### src/hdl/assert_macros.svh
// Assertion helpers for the RTL top level.
`ifndef ASSERT_MACROS_SVH
`define ASSERT_MACROS_SVH

// Same-cycle implication, ignored while reset is high.
`define ASSERT_SAME(label, clk, rst, ante, cons, msg) \
   label: assert property (@(posedge clk) disable iff (rst) (ante) |-> (cons)) \
      else $error(msg);

// Next-cycle implication, ignored while reset is high.
`define ASSERT_NEXT(label, clk, rst, ante, cons, msg) \
   label: assert property (@(posedge clk) disable iff (rst) (ante) |=> (cons)) \
      else $error(msg);

`endif

### src/hdl/fsec_pkg.sv
`timescale 1ns / 1ps
`default_nettype none

package fsec_pkg;

   // Queue between front and back
   localparam int JOB_DEPTH = 4;

   // Configuration register indexes
   typedef enum logic [2:0] {
      CSR_BATTERY_MIN  = 3'd0,
      CSR_ALT_CEILING  = 3'd1,
      CSR_FENCE_X_LOW  = 3'd2,
      CSR_FENCE_X_HIGH = 3'd3,
      CSR_FENCE_Z_LOW  = 3'd4,
      CSR_FENCE_Z_HIGH = 3'd5,
      CSR_ZONE_COUNT   = 3'd6
   } csr_reg_type;

   // Violation codes
   typedef enum logic [2:0] {
      VIOL_NONE      = 3'd0,
      VIOL_EMERGENCY = 3'd1,
      VIOL_BATTERY   = 3'd2,
      VIOL_ALTITUDE  = 3'd3,
      VIOL_GEOFENCE  = 3'd4,
      VIOL_NOFLY     = 3'd5
   } viol_type;

   // What the back end has to do with a queued job
   typedef enum logic [1:0] {
      JOB_LOAD  = 2'd0,
      JOB_DONE  = 2'd1,
      JOB_SCAN  = 2'd2
   } job_kind_type;

   typedef enum logic [1:0] {
      BK_IDLE  = 2'd0,
      BK_SCAN  = 2'd1,
      BK_REPLY = 2'd2
   } back_state_type;

   typedef struct packed {
      logic               func;
      logic signed [19:0] pos_x;
      logic signed [19:0] pos_y;
      logic signed [19:0] pos_z;
      logic        [9:0]  battery_level;
      logic        [15:0] waypoint_in;
      logic               abort_request;
      logic        [2:0]  zone_slot;
      logic signed [19:0] zone_x;
      logic signed [19:0] zone_z;
      logic        [15:0] zone_radius;
   } req_type;

   typedef struct packed {
      logic [2:0]  violation_code;
      logic [2:0]  hit_zone;
      logic [15:0] waypoint_out;
   } rsp_type;

   // Classified request; pt_x/pt_z are the sample position or the zone centre
   typedef struct packed {
      job_kind_type       kind;
      viol_type           code;
      logic        [15:0] waypoint;
      logic        [2:0]  slot;
      logic signed [19:0] pt_x;
      logic signed [19:0] pt_z;
      logic        [15:0] radius;
   } job_type;

   // Queue port toward the back end
   typedef struct packed {
      logic    valid;
      job_type data;
   } job_port_type;

endpackage

`default_nettype wire

### src/hdl/fsec_front.sv
`timescale 1ns / 1ps
`default_nettype none

module fsec_front (
   input  wire logic             clock,
   input  wire logic             reset,
   input  wire logic             push,
   input  wire fsec_pkg::req_type req_data,
   input  wire logic             csr_write_en,
   input  wire logic [2:0]       csr_index,
   input  wire logic [19:0]      csr_wdata,
   input  wire logic             job_full,
   output logic                  job_wr,
   output fsec_pkg::job_type     job_data,
   output logic [3:0]            zone_count
);

   logic        [9:0]  batt_min_ff;
   logic signed [19:0] alt_ceil_ff;
   logic signed [19:0] fx_low_ff;
   logic signed [19:0] fx_high_ff;
   logic signed [19:0] fz_low_ff;
   logic signed [19:0] fz_high_ff;
   logic        [3:0]  zone_cnt_ff;
   logic               out_fence;

   // Configuration registers
   always_ff @(posedge clock) begin
      if (reset) begin
         batt_min_ff <= 10'd0;
         alt_ceil_ff <= 20'sh7FFFF;
         fx_low_ff   <= 20'sh80000;
         fx_high_ff  <= 20'sh7FFFF;
         fz_low_ff   <= 20'sh80000;
         fz_high_ff  <= 20'sh7FFFF;
         zone_cnt_ff <= 4'd0;
      end else if (csr_write_en) begin
         case (csr_index)
            fsec_pkg::CSR_BATTERY_MIN:  batt_min_ff <= csr_wdata[9:0];
            fsec_pkg::CSR_ALT_CEILING:  alt_ceil_ff <= csr_wdata;
            fsec_pkg::CSR_FENCE_X_LOW:  fx_low_ff   <= csr_wdata;
            fsec_pkg::CSR_FENCE_X_HIGH: fx_high_ff  <= csr_wdata;
            fsec_pkg::CSR_FENCE_Z_LOW:  fz_low_ff   <= csr_wdata;
            fsec_pkg::CSR_FENCE_Z_HIGH: fz_high_ff  <= csr_wdata;
            fsec_pkg::CSR_ZONE_COUNT:   zone_cnt_ff <= csr_wdata[3:0];
            default: ;
         endcase
      end
   end

   assign zone_count = zone_cnt_ff;
   assign job_wr     = push && !job_full;

   assign out_fence = (req_data.pos_x < fx_low_ff) || (req_data.pos_x > fx_high_ff) ||
                      (req_data.pos_z < fz_low_ff) || (req_data.pos_z > fz_high_ff);

   // Priority classification; only zone loads and the zone check are left for the back end
   always_comb begin
      job_data.kind     = fsec_pkg::JOB_DONE;
      job_data.code     = fsec_pkg::VIOL_NONE;
      job_data.waypoint = req_data.waypoint_in;
      job_data.slot     = req_data.zone_slot;
      job_data.pt_x     = req_data.pos_x;
      job_data.pt_z     = req_data.pos_z;
      job_data.radius   = req_data.zone_radius;
      if (req_data.func) begin
         job_data.kind = fsec_pkg::JOB_LOAD;
         job_data.pt_x = req_data.zone_x;
         job_data.pt_z = req_data.zone_z;
      end else if (req_data.abort_request) begin
         job_data.code = fsec_pkg::VIOL_EMERGENCY;
      end else if (req_data.battery_level <= batt_min_ff) begin
         job_data.code = fsec_pkg::VIOL_BATTERY;
      end else if (req_data.pos_y > alt_ceil_ff) begin
         job_data.code = fsec_pkg::VIOL_ALTITUDE;
      end else if (out_fence) begin
         job_data.code = fsec_pkg::VIOL_GEOFENCE;
      end else begin
         job_data.kind = fsec_pkg::JOB_SCAN;
      end
   end

endmodule

`default_nettype wire

### src/hdl/fsec_fifo.sv
`timescale 1ns / 1ps
`default_nettype none

module fsec_fifo (
   input  wire logic              clock,
   input  wire logic              reset,
   input  wire logic              wr_en,
   input  wire fsec_pkg::job_type wr_data,
   output logic                   full,
   input  wire logic              rd_en,
   output fsec_pkg::job_port_type rd_port
);

   localparam int PW = $clog2(fsec_pkg::JOB_DEPTH);
   localparam int CW = $clog2(fsec_pkg::JOB_DEPTH + 1);

   fsec_pkg::job_type slot_ff [fsec_pkg::JOB_DEPTH];
   logic [PW-1:0] wr_ptr_ff, wr_ptr_in;
   logic [PW-1:0] rd_ptr_ff, rd_ptr_in;
   logic [CW-1:0] cnt_ff, cnt_in;
   logic          do_wr, do_rd;

   assign full  = (cnt_ff == CW'(fsec_pkg::JOB_DEPTH));
   assign do_wr = wr_en && !full;
   assign do_rd = rd_en && (cnt_ff != '0);

   // Pointers and fill count
   always_comb begin
      wr_ptr_in = do_wr ? wr_ptr_ff + 1'b1 : wr_ptr_ff;
      rd_ptr_in = do_rd ? rd_ptr_ff + 1'b1 : rd_ptr_ff;
      cnt_in    = cnt_ff;
      if (do_wr && !do_rd) begin
         cnt_in = cnt_ff + 1'b1;
      end else if (do_rd && !do_wr) begin
         cnt_in = cnt_ff - 1'b1;
      end
   end

   always_ff @(posedge clock) begin
      if (reset) begin
         wr_ptr_ff <= '0;
         rd_ptr_ff <= '0;
         cnt_ff    <= '0;
      end else begin
         wr_ptr_ff <= wr_ptr_in;
         rd_ptr_ff <= rd_ptr_in;
         cnt_ff    <= cnt_in;
      end
   end

   // Entry storage
   always_ff @(posedge clock) begin
      if (do_wr) begin
         slot_ff[wr_ptr_ff] <= wr_data;
      end
   end

   assign rd_port.valid = (cnt_ff != '0);
   assign rd_port.data  = slot_ff[rd_ptr_ff];

endmodule

`default_nettype wire

### src/hdl/fsec_back.sv
`timescale 1ns / 1ps
`default_nettype none

module fsec_back #(
   parameter int MAX_ZONES = 8
) (
   input  wire logic                   clock,
   input  wire logic                   reset,
   input  wire fsec_pkg::job_port_type job_port,
   output logic                        job_rd,
   input  wire logic [3:0]             zone_count,
   output logic                        empty,
   input  wire logic                   pop,
   output fsec_pkg::rsp_type           rsp_data
);

   localparam int IW = (MAX_ZONES > 1) ? $clog2(MAX_ZONES) : 1;
   localparam int CW = $clog2(MAX_ZONES + 1);

   // Zone table, undefined until loaded
   logic signed [19:0] zone_x_mem [MAX_ZONES];
   logic signed [19:0] zone_z_mem [MAX_ZONES];
   logic        [15:0] zone_r_mem [MAX_ZONES];

   fsec_pkg::back_state_type state_ff, state_in;
   fsec_pkg::job_type        cur_ff, cur_in;
   logic [CW-1:0]            limit_ff, limit_in;
   logic [CW-1:0]            iss_cnt_ff, iss_cnt_in;
   fsec_pkg::viol_type       res_code_ff, res_code_in;
   logic [2:0]               res_hit_ff, res_hit_in;

   // Scan pipeline: table read, squares, compare
   logic               s1_vld_ff, s1_vld_in;
   logic [IW-1:0]      s1_idx_ff;
   logic signed [19:0] rd_x_ff, rd_z_ff;
   logic        [15:0] rd_r_ff;
   logic               s2_vld_ff, s2_vld_in;
   logic [IW-1:0]      s2_idx_ff;
   logic [40:0]        sq_dx_ff, sq_dz_ff;
   logic [31:0]        sq_r_ff;

   logic               out_vld_ff, out_vld_in;
   fsec_pkg::rsp_type  out_ff;

   logic               iss_en, mem_we, load_out, zone_hit, pipe_busy;
   logic signed [20:0] dx, dz;
   logic signed [41:0] dx_sq, dz_sq;
   logic        [41:0] dist_sq;

   // Squared distance to the zone read last cycle
   assign dx    = 21'(cur_ff.pt_x) - 21'(rd_x_ff);
   assign dz    = 21'(cur_ff.pt_z) - 21'(rd_z_ff);
   assign dx_sq = dx * dx;
   assign dz_sq = dz * dz;

   assign dist_sq   = {1'b0, sq_dx_ff} + {1'b0, sq_dz_ff};
   assign zone_hit  = s2_vld_ff && (dist_sq <= {10'd0, sq_r_ff});
   assign pipe_busy = s1_vld_ff || s2_vld_ff;

   // Next state
   always_comb begin
      state_in = state_ff;
      case (state_ff)
         fsec_pkg::BK_IDLE: begin
            if (job_port.valid) begin
               case (job_port.data.kind)
                  fsec_pkg::JOB_DONE: state_in = fsec_pkg::BK_REPLY;
                  fsec_pkg::JOB_SCAN: state_in = fsec_pkg::BK_SCAN;
                  default:            state_in = fsec_pkg::BK_IDLE;
               endcase
            end
         end
         fsec_pkg::BK_SCAN: begin
            if (zone_hit || (!iss_en && !pipe_busy)) begin
               state_in = fsec_pkg::BK_REPLY;
            end
         end
         fsec_pkg::BK_REPLY: begin
            if (load_out) begin
               state_in = fsec_pkg::BK_IDLE;
            end
         end
         default: state_in = fsec_pkg::BK_IDLE;
      endcase
   end

   // Control outputs
   always_comb begin
      job_rd   = 1'b0;
      mem_we   = 1'b0;
      iss_en   = 1'b0;
      load_out = 1'b0;
      case (state_ff)
         fsec_pkg::BK_IDLE: begin
            job_rd = job_port.valid;
            mem_we = job_port.valid && (job_port.data.kind == fsec_pkg::JOB_LOAD) &&
                     (int'(job_port.data.slot) < MAX_ZONES);
         end
         fsec_pkg::BK_SCAN: begin
            iss_en = (iss_cnt_ff < limit_ff) && !zone_hit;
         end
         fsec_pkg::BK_REPLY: begin
            load_out = !out_vld_ff || pop;
         end
         default: ;
      endcase
   end

   // Datapath next values
   always_comb begin
      cur_in      = cur_ff;
      limit_in    = limit_ff;
      iss_cnt_in  = iss_cnt_ff;
      res_code_in = res_code_ff;
      res_hit_in  = res_hit_ff;
      if (state_ff == fsec_pkg::BK_IDLE && job_port.valid) begin
         cur_in      = job_port.data;
         res_code_in = job_port.data.code;
         res_hit_in  = 3'd0;
         iss_cnt_in  = '0;
         if (int'(zone_count) > MAX_ZONES) begin
            limit_in = CW'(MAX_ZONES);
         end else begin
            limit_in = CW'(zone_count);
         end
      end
      if (iss_en) begin
         iss_cnt_in = iss_cnt_ff + 1'b1;
      end
      if (state_ff == fsec_pkg::BK_SCAN && zone_hit) begin
         res_code_in = fsec_pkg::VIOL_NOFLY;
         res_hit_in  = 3'(s2_idx_ff);
      end
      s1_vld_in  = iss_en;
      s2_vld_in  = s1_vld_ff && !zone_hit;
      out_vld_in = out_vld_ff;
      if (pop) begin
         out_vld_in = 1'b0;
      end
      if (load_out) begin
         out_vld_in = 1'b1;
      end
   end

   // Control registers
   always_ff @(posedge clock) begin
      if (reset) begin
         state_ff   <= fsec_pkg::BK_IDLE;
         iss_cnt_ff <= '0;
         s1_vld_ff  <= 1'b0;
         s2_vld_ff  <= 1'b0;
         out_vld_ff <= 1'b0;
      end else begin
         state_ff   <= state_in;
         iss_cnt_ff <= iss_cnt_in;
         s1_vld_ff  <= s1_vld_in;
         s2_vld_ff  <= s2_vld_in;
         out_vld_ff <= out_vld_in;
      end
   end

   // Payload registers
   always_ff @(posedge clock) begin
      cur_ff      <= cur_in;
      limit_ff    <= limit_in;
      res_code_ff <= res_code_in;
      res_hit_ff  <= res_hit_in;
      s1_idx_ff   <= iss_cnt_ff[IW-1:0];
      s2_idx_ff   <= s1_idx_ff;
      sq_dx_ff    <= dx_sq[40:0];
      sq_dz_ff    <= dz_sq[40:0];
      sq_r_ff     <= rd_r_ff * rd_r_ff;
      if (load_out) begin
         out_ff.violation_code <= res_code_ff;
         out_ff.hit_zone       <= res_hit_ff;
         out_ff.waypoint_out   <= cur_ff.waypoint;
      end
   end

   // Zone table write and registered read
   always_ff @(posedge clock) begin
      if (mem_we) begin
         zone_x_mem[IW'(job_port.data.slot)] <= job_port.data.pt_x;
         zone_z_mem[IW'(job_port.data.slot)] <= job_port.data.pt_z;
         zone_r_mem[IW'(job_port.data.slot)] <= job_port.data.radius;
      end
      if (iss_en) begin
         rd_x_ff <= zone_x_mem[iss_cnt_ff[IW-1:0]];
         rd_z_ff <= zone_z_mem[iss_cnt_ff[IW-1:0]];
         rd_r_ff <= zone_r_mem[iss_cnt_ff[IW-1:0]];
      end
   end

   assign empty    = !out_vld_ff;
   assign rsp_data = out_ff;

endmodule

`default_nettype wire

### src/hdl/flight_safety_envelope_check.sv
// Flow: an evaluate request with an early violation goes from the queue through the
// back end's reply state to the result register; one that reaches the zone check
// first scans the zones, up to the first hit or the end of the zone count.
// Throughput: a 4-entry queue takes a request every cycle until full; the back end
// retires a load per cycle while idle and takes no new sample until the last is done.
// Reset is synchronous, active high; the zone table is undefined until loaded.
`timescale 1ns / 1ps
`default_nettype none

`include "assert_macros.svh"

module flight_safety_envelope_check #(
   parameter int MAX_ZONES = 8
) (
   input  wire logic              clock,
   input  wire logic              reset,
   input  wire logic              push,
   output logic                   full,
   input  wire fsec_pkg::req_type req_data,
   output logic                   empty,
   input  wire logic              pop,
   output fsec_pkg::rsp_type      rsp_data,
   input  wire logic              csr_write_en,
   input  wire logic [2:0]        csr_index,
   input  wire logic [19:0]       csr_wdata
);

   logic                   job_wr;
   logic                   job_rd;
   fsec_pkg::job_type      job_data;
   fsec_pkg::job_port_type job_port;
   logic [3:0]             zone_count;

   fsec_front u_front (
      .clock        (clock),
      .reset        (reset),
      .push         (push),
      .req_data     (req_data),
      .csr_write_en (csr_write_en),
      .csr_index    (csr_index),
      .csr_wdata    (csr_wdata),
      .job_full     (full),
      .job_wr       (job_wr),
      .job_data     (job_data),
      .zone_count   (zone_count)
   );

   fsec_fifo u_fifo (
      .clock   (clock),
      .reset   (reset),
      .wr_en   (job_wr),
      .wr_data (job_data),
      .full    (full),
      .rd_en   (job_rd),
      .rd_port (job_port)
   );

   fsec_back #(
      .MAX_ZONES (MAX_ZONES)
   ) u_back (
      .clock      (clock),
      .reset      (reset),
      .job_port   (job_port),
      .job_rd     (job_rd),
      .zone_count (zone_count),
      .empty      (empty),
      .pop        (pop),
      .rsp_data   (rsp_data)
   );

   // An accepted request is always waiting in the queue the next cycle
   `ASSERT_NEXT(a_req_queued, clock, reset, push && !full, job_port.valid, "request lost")
   // The back end only takes jobs that are present
   `ASSERT_SAME(a_rd_valid, clock, reset, job_rd, job_port.valid, "queue underflow")
   // An empty queue with no request offered stays below full
   `ASSERT_NEXT(a_no_jump, clock, reset, !job_port.valid && !push, !full, "queue count broken")

endmodule

`default_nettype wire

### config.mk
export PLATFORM = sky130hd
export DESIGN_NAME = flight_safety_envelope_check
export DESIGN_NICKNAME = d
export VERILOG_FILES = /design/src/hdl/fsec_pkg.sv /design/src/hdl/fsec_front.sv /design/src/hdl/fsec_fifo.sv /design/src/hdl/fsec_back.sv /design/src/hdl/flight_safety_envelope_check.sv
export VERILOG_INCLUDE_DIRS = /design/src /design/src/hdl
export SDC_FILE = /design/constraint.sdc
export NUM_CORES = 2
export LEC_CHECK = 0
export BUFFER_PORTS_ARGS = -buffer_cell sky130_fd_sc_hd__buf_2
export CAP_MARGIN = 40
export CELL_PAD_IN_SITES_DETAIL_PLACEMENT = 1
export CELL_PAD_IN_SITES_GLOBAL_PLACEMENT = 1
export CORE_MARGIN = 5
export CORE_UTILIZATION = 45
export CTS_BUF_LIST = sky130_fd_sc_hd__clkbuf_16
export DETAILED_ROUTE_END_ITERATION = 16
export PLACE_DENSITY_LB_ADDON = 0.1
export SETUP_SLACK_MARGIN = 0.15
export SYNTH_ARGS = -nofsm -noshare
export SYNTH_HDL_FRONTEND = slang
export SYNTH_SLANG_ARGS = --single-unit
### constraint.sdc
create_clock -name clock -period 19.5 [get_ports clock]
set_input_delay 0.975 -clock clock [delete_from_list [all_inputs] [get_ports clock]]
set_output_delay 0.975 -clock clock [all_outputs]
set_load 0.05 [all_outputs]
== After elaboration in Yosys (flattened, before gate mapping) ==
Memory sizes are Yosys's and may differ from the RTL's. A register that Yosys moved wholly into a read port is not among the register bits.
Cells that the tools add are included.
Operators by class
  eq/ne operators: 14
  $add $sub $neg: 8
  div/mod/pow operators: 0
  $lt $le $gt $ge: 9
  multiply operators: 3
  muxes and demuxes: 34
  shifts and indexed selects: 0
  reduce and logical (&&, ||, !) cells: 41
  bitwise logic cells: 0
Operators with widths (count)
  $mul 21x21->41: 2
  $gt 20x20->1: 3
  $add 41x41->42: 1
  $le 42x32->1: 1
  $sub 20x20->21: 2
  $lt 20x20->1: 2
  $mux 40: 1
  $mul 16x16->32: 1
  $mux 3: 9
  $mux 2: 10
  $reduce_and 2->1: 7
  $eq 3x3->1 const B: 4
  $logic_and 1x1->1: 12
  $le 10x10->1: 1
  $mux 1: 10
  $mux 4: 2
  $reduce_bool 2->1: 4
  $logic_not 1->1: 7
  $eq 3x2->1 const B: 2
  $logic_or 1x1->1: 6
  $ne 2x1->1 const B: 3
  $pmux 2 s3: 1
  $add 2x1->2 const B: 2
  $add 4x1->4 const B: 1
  other kinds (12): 15
Word-level totals
  logic and storage cells: 142
  memories: 4
  flip-flop bits (word level): 338
  bits in latches: 0
  bits in writable memories: 768
  input port bits: 175
  bits in read-only memories: 0
Memory list
  u_fifo.slot_ff: words 4, bits a word 80, rd ports 1, clocked after Yosys merged registers in 1, write ports 1, RTL line fsec_fifo.sv:17  | fsec_pkg::job_type slot_ff [fsec_pkg::JOB_DEPTH];
  u_back.zone_x_mem: words 8, bits a word 20, rd ports 1, clocked after Yosys merged registers in 1, write ports 1, RTL line fsec_back.sv:21  | logic signed [19:0] zone_x_mem [MAX_ZONES];
  u_back.zone_z_mem: words 8, bits a word 20, rd ports 1, clocked after Yosys merged registers in 1, write ports 1, RTL line fsec_back.sv:22  | logic signed [19:0] zone_z_mem [MAX_ZONES];
  u_back.zone_r_mem: words 8, bits a word 16, rd ports 1, clocked after Yosys merged registers in 1, write ports 1, RTL line fsec_back.sv:23  | logic [15:0] zone_r_mem [MAX_ZONES];

== Depth between registers and ports, before layout ==
  word-level depth: 11
  depth in mapped cells: 41
  depth with buffers taken out: 40

== By module ==
From an unflattened synthesis, not the netlist that was laid out.
Unflattened totals
  cell total of the unflattened synthesis: 7159
  area, all modules: 84802.6 um^2
Modules (own cells, without submodules)
  fsec_back: area each 65064.9 um^2, times used 1, cells each 5728, sequential area each 20269.4 um^2
  fsec_fifo: area each 12095.4 um^2, times used 1, cells each 466, sequential area each 9789.4 um^2
  fsec_front: area each 7642.3 um^2, times used 1, cells each 965, sequential area each 2282.2 um^2

== Least setup slack after synthesis ==
OpenSTA, ideal clock, no wires.
  path type: register to register
  start point: register u_back.cur_ff[16] in the netlist's numbering
  end point: register u_back.sq_dz_ff[40]
  clock period less this slack: 9.125 ns
  required time: 19.379 ns
  setup time: 0.121 ns
  cell stages (with the launch flop): 39
  data arrival time: 9.005 ns
  slack: 10.375 ns
  cell sequence: edfxtp_1 > inv_1 > ha_1 > inv_1 > fa_1 > a21o_1 > a21oi_1 > o21bai_1 > a21oi_1 > o31ai_1 > o41ai_2 > o2111a_1 > nand2b_1 > a221oi_2 > inv_2 > clkbuf_1 > nand2_1 > fa_1 > (+3 left out) > fa_1 > inv_1 > fa_1 > fa_1 > inv_1 > fa_1 > fa_1 > inv_1 > ha_1 > and3_1 > or3b_2 > nor2_1 > nand4_1 > nand3_1 > nand2_1 > o2111ai_1 > a21oi_1 > xnor2_1
Between the ends
  cells in the longest elaborated chain, start to end: 2
Ends and longest elaborated chain
  start, declared: RTL line fsec_back.sv:26  | fsec_pkg::job_type cur_ff, cur_in;
  start signal, assigned: RTL line fsec_back.sv:164  | cur_ff <= cur_in;
  $sub 20x20->21: RTL line fsec_back.sv:52  | assign dz = 21'(cur_ff.pt_z) - 21'(rd_z_ff);
  $mul 21x21->41: RTL line fsec_back.sv:54  | assign dz_sq = dz * dz;
  named net u_back.dz_sq[40]: RTL line fsec_back.sv:47  | logic signed [41:0] dx_sq, dz_sq;
  end signal, assigned: RTL line fsec_back.sv:171  | sq_dz_ff <= dz_sq[40:0];
  end, declared: RTL line fsec_back.sv:39  | logic [40:0] sq_dx_ff, sq_dz_ff;
The timed path passes the listed nets, and every way through them passes these cells.
A chain may end at the register's enable or synchronous reset.

== Worst setup path in the final report ==
  start point: register u_back.cur_ff[16] in the netlist's numbering
  end point: register u_back.sq_dz_ff[39]
The elaborated chain is that of the path after synthesis.

==> impl_results.html <==
<table>
<tr><th>Metric</th><th>Value</th></tr>
<tr><th colspan="2">Clock network</th></tr>
<tr><td>Number of setup buffers added after CTS</td><td>0</td></tr>
<tr><td>Buffer depth of the longest clock path</td><td>3</td></tr>
<tr><td>Clock latency at the later pin of the worst-skew pair</td><td>0.79 ns</td></tr>
<tr><td># resized after CTS</td><td>0</td></tr>
<tr><td>CTS tree</td><td>done</td></tr>
<tr><td>Master cell of the clock root buffer</td><td>sky130_fd_sc_hd__clkbuf_16</td></tr>
<tr><td>Total CTS buffers</td><td>131</td></tr>
<tr><td>Total number of H-tree levels</td><td>4</td></tr>
<tr><td>CTS Hold Bufs</td><td>0</td></tr>
<tr><td>Clock tree sinks</td><td>1161</td></tr>
<tr><td>Post-CTS clock slew at the launch and capture registers of the worst setup and hold paths</td><td>0.06 ns</td></tr>
<tr><th colspan="2">STA</th></tr>
<tr><td>Total Negative Setup Slacks</td><td>0 ns</td></tr>
<tr><td>Setup Viol. Count Final</td><td>0</td></tr>
<tr><td>Unrepaired setup endpoints after global routing</td><td>false</td></tr>
<tr><td>Highest attainable clock frequency</td><td>93.7 MHz</td></tr>
<tr><td>Ratio of final minimum period to clock period</td><td>0.548</td></tr>
<tr><td>Final Hold Vio Count</td><td>0</td></tr>
<tr><td>Worst hold slack</td><td>0.329 ns</td></tr>
<tr><td>Fin crit period</td><td>10.68 ns</td></tr>
<tr><td>Final Slew Violations</td><td>0</td></tr>
<tr><td>Headroom to the max-slew limit</td><td>0.332</td></tr>
<tr><td>Worst-margin pin slew</td><td>1.00 ns</td></tr>
<tr><td>Worst clock skew</td><td>0.0488 ns</td></tr>
<tr><th colspan="2">Drt</th></tr>
<tr><td>DRC violations left</td><td>0</td></tr>
<tr><td>Detailed-routing iteration count for the pre-antenna-repair pass</td><td>5</td></tr>
<tr><td>Drt wl/cell</td><td>22.5 µm</td></tr>
<tr><td>Post-route antenna net violation count</td><td>0</td></tr>
<tr><td>Via density per instance</td><td>5.26</td></tr>
<tr><td>Drt initial violations</td><td>2479</td></tr>
<tr><td>Post-detailed-routing wire length</td><td>220000 µm</td></tr>
<tr><td>Total via count in the routed design</td><td>51.4k</td></tr>
<tr><th colspan="2">Yosys</th></tr>
<tr><td>Top flip-flop cell by instance count after synthesis</td><td>sky130_fd_sc_hd__edfxtp_1</td></tr>
<tr><td>Main combinational cell family by area after synthesis</td><td>adder cells</td></tr>
<tr><td>Adder-cell share of the synthesized area</td><td>0.320</td></tr>
<tr><td>Mean area per synthesized cell</td><td>12.0 µm²</td></tr>
<tr><td>Synth Area in XOR/XNOR</td><td>0.0227</td></tr>
<tr><td>Synth Area in Compound Gates</td><td>0.0556</td></tr>
<tr><td>Synth Register Bits</td><td>1161</td></tr>
<tr><td>EDFF count, synth</td><td>909</td></tr>
<tr><td>Mapped Nets</td><td>8681</td></tr>
<tr><td>Gate count of the mapped netlist</td><td>6961</td></tr>
<tr><td>Post-synthesis cell area</td><td>83600 µm²</td></tr>
<tr><td>Warnings from Yosys</td><td>0</td></tr>
<tr><td>Sequential area share after synthesis</td><td>0.387</td></tr>
<tr><td>Mux cell area share after synthesis</td><td>0.0669</td></tr>
<tr><td>Unique cell type count in the Yosys netlist</td><td>84</td></tr>
<tr><td>Synth async-reset ratio</td><td>0</td></tr>
<tr><td>Synthesized-area fraction occupied by and/or/nand/nor cells</td><td>0.0741</td></tr>
<tr><th colspan="2">Worst setup path</th></tr>
<tr><td>Kind of capture point of the worst setup path</td><td>flop</td></tr>
<tr><td>Cell with the largest stage delay on the worst path</td><td>sky130_fd_sc_hd__a221oi_1</td></tr>
<tr><td>Max incr delay on CP</td><td>0.63 ns</td></tr>
<tr><td>Critical Path Start Type</td><td>flop</td></tr>
<tr><td>Data arrival time of the critical path</td><td>11.29 ns</td></tr>
<tr><td>Class of the most critical setup path</td><td>reg -&gt; reg</td></tr>
<tr><td>Data required, critical path</td><td>20.12 ns</td></tr>
<tr><td>Maximum fanout count along the critical path</td><td>15</td></tr>
<tr><th colspan="2">Placed design</th></tr>
<tr><td>Detailed Place HPWL</td><td>169000 µm</td></tr>
<tr><td>Cells after DPL</td><td>9535</td></tr>
<tr><td>Final RePlAce weighted congestion</td><td>0.864</td></tr>
<tr><td>Port buffer count</td><td>198</td></tr>
<tr><th colspan="2">Floorplan</th></tr>
<tr><td>Standard-cell row count</td><td>158</td></tr>
<tr><td>Starting utilization of the core area</td><td>0.452</td></tr>
<tr><td>I/O pin total</td><td>199</td></tr>
<tr><td>Full die area</td><td>195000 µm²</td></tr>
<tr><td>Core Area</td><td>185000 µm²</td></tr>
<tr><td>Die extent in x</td><td>441 µm</td></tr>
<tr><td>Overall die height</td><td>441 µm</td></tr>
<tr><th colspan="2">Worst hold path</th></tr>
<tr><td>Path class of the lowest-slack min-delay path</td><td>reg -&gt; reg</td></tr>
<tr><th colspan="2">Cells and area</th></tr>
<tr><td>P&amp;R area growth vs syn</td><td>10.4%</td></tr>
<tr><td>Layout cells sized above 1</td><td>0.114</td></tr>
<tr><td>Most common library cell in the layout ignoring fill and taps</td><td>sky130_fd_sc_hd__inv_1</td></tr>
<tr><td>Non-filler cells in the finished layout</td><td>9786</td></tr>
<tr><td>Most used cells in the layout excluding fill and tap cells</td><td>1465 x sky130_fd_sc_hd__inv_1, 985 x sky130_fd_sc_hd__fa_1, 909 x sky130_fd_sc_hd__edfxtp_1</td></tr>
<tr><td>Total number of nets in the final design</td><td>8909</td></tr>
<tr><th colspan="2">GRT</th></tr>
<tr><td>Vias in the first global route</td><td>58.6k</td></tr>
<tr><td>Wire length of the first global-routing pass</td><td>346000 µm</td></tr>
<tr><td>Remaining global-route overflow</td><td>0</td></tr>
<tr><td>Global-route usage over all layers</td><td>0.233</td></tr>
<tr><td>Pin count of the biggest net entering global routing</td><td>69</td></tr>
<tr><td>Initial antenna violation count</td><td>15</td></tr>
<tr><th colspan="2">Flow run</th></tr>
<tr><td>Total of max-cap violations</td><td>0</td></tr>
<tr><th colspan="2">Run status</th></tr>
<tr><td>Result of the run</td><td>finished clean</td></tr>
</table>
==> cell families after synthesis <==
| family | Yosys count |
|---|---|
| compound gates | 705 |
| xor+xnor | 215 |
| fa+ha+maj | 1545 |
| buf+inv | 1651 |
| flops | 1161 |
| mux | 307 |
| simple gates | 1377 |
==> state kept, by name (all words and copies together) (netlist names), 22 cells and up, named ones only <==
signal and cells:
u_back.rsp_data 22, u_back.zone_z_mem 160, u_back.sq_r_ff 31, u_back.sq_dx_ff 40
u_back.zone_x_mem 160, u_back.sq_dz_ff 40, u_back.cur_ff 56, u_fifo.slot_ff 320
u_back.zone_r_mem 128
==> cell type report <==
type                            count  area (µm²)
Fill cell                       19400       92700
Clock buffer                      133        3330
Multi-Input combinational cell   4149       45200
Timing Repair Buffer              290        1830
Tap cell                         2480        3100
Sequential cell                  1161       32400
Antenna cell                       10        25.0
Inverter                         1456        5470
Clock inverter                    107         992
==> path summary, 6_finish.rpt <==
path,startpoint,depth (start not counted),slack (ns),end
setup reg to reg,u_back.cur_ff[16]$_DFFE_PP_,39,8.82,u_back.sq_dz_ff[39]$_DFF_P_
hold / removal,u_back.s1_idx_ff[0]$_DFF_P_,0,0.33,u_back.s2_idx_ff[0]$_DFF_P_
hold reg to reg,u_back.s1_idx_ff[0]$_DFF_P_,0,0.33,u_back.s2_idx_ff[0]$_DFF_P_
setup / recovery,u_back.cur_ff[16]$_DFFE_PP_,39,8.82,u_back.sq_dz_ff[39]$_DFF_P_
==> critical path, delay by kind of cell, from the launching register on <==
family          cells  cell delay, ns
compound gates     17            3.86
xor+xnor            1            0.56
fa+ha+maj          10            4.30
buf+inv             8            0.92
flops               1            0.36
mux                 1            0.16
simple gates        2            0.34
==> per-layer routing <==
| metal | GRT usage | share of wire | vias up |
|---|---|---|---|
| met2 | 0.406 | 0.50 | 875 |
| met5 | 0 | 0.00028 | - |
| met4 | 0.0542 | 0.021 | 8 |
| li1 | - | - | 23400 |
| met1 | 0.311 | 0.44 | 27000 |
| met3 | 0.0312 | 0.036 | 249 |
==> cell usage after synthesis (all sizes together) (9+ instances only) <==
cell type  count  area, µm²
clkbuf       169        634
a21oi        238       1190
nand4         40        250
a211oi        15        113
or2           12       75.1
xnor2        155       1380
mux2          97       1090
and3          28        175
mux2i         18        180
nor3          40        200
xor2          60        526
a31o          10       87.6
o31ai         11       96.3
nand3         53        265
inv         1449       5440
nand3b        44        330
ha           560       7010
mux4         192       4320
o21bai        29        218
nor2b         39        244
a211o         25        219
buf           26        110
a21boi         9       67.6
edfxtp       909      27300
and2          92        576
nand2        585       2200
o21ai        102        510
o21a          30        225
a21o         131        983
fa           985      19700
nand2b        34        213
nor2         380       1430
dfxtp        252       5040
a31oi         20        125
==> metrics by stage <==
| stage | util | setup slack [ns] | cell area (µm²) |
|---|---|---|---|
| final | 0.499 | 8.82 | 92300 |
| after global routing | 0.499 | 8.02 | 92300 |
| after CTS | 0.499 | 8.82 | 92300 |
| after detailed placement | 0.475 | 8.89 | 88000 |
| after global placement | 0.474 | 8.79 | 87700 |
| after floorplan | - | 10.37 | 83600 |
Power is not shown: default switching activity piles up to over one toggle a cycle in this logic, so the estimate is an artifact.
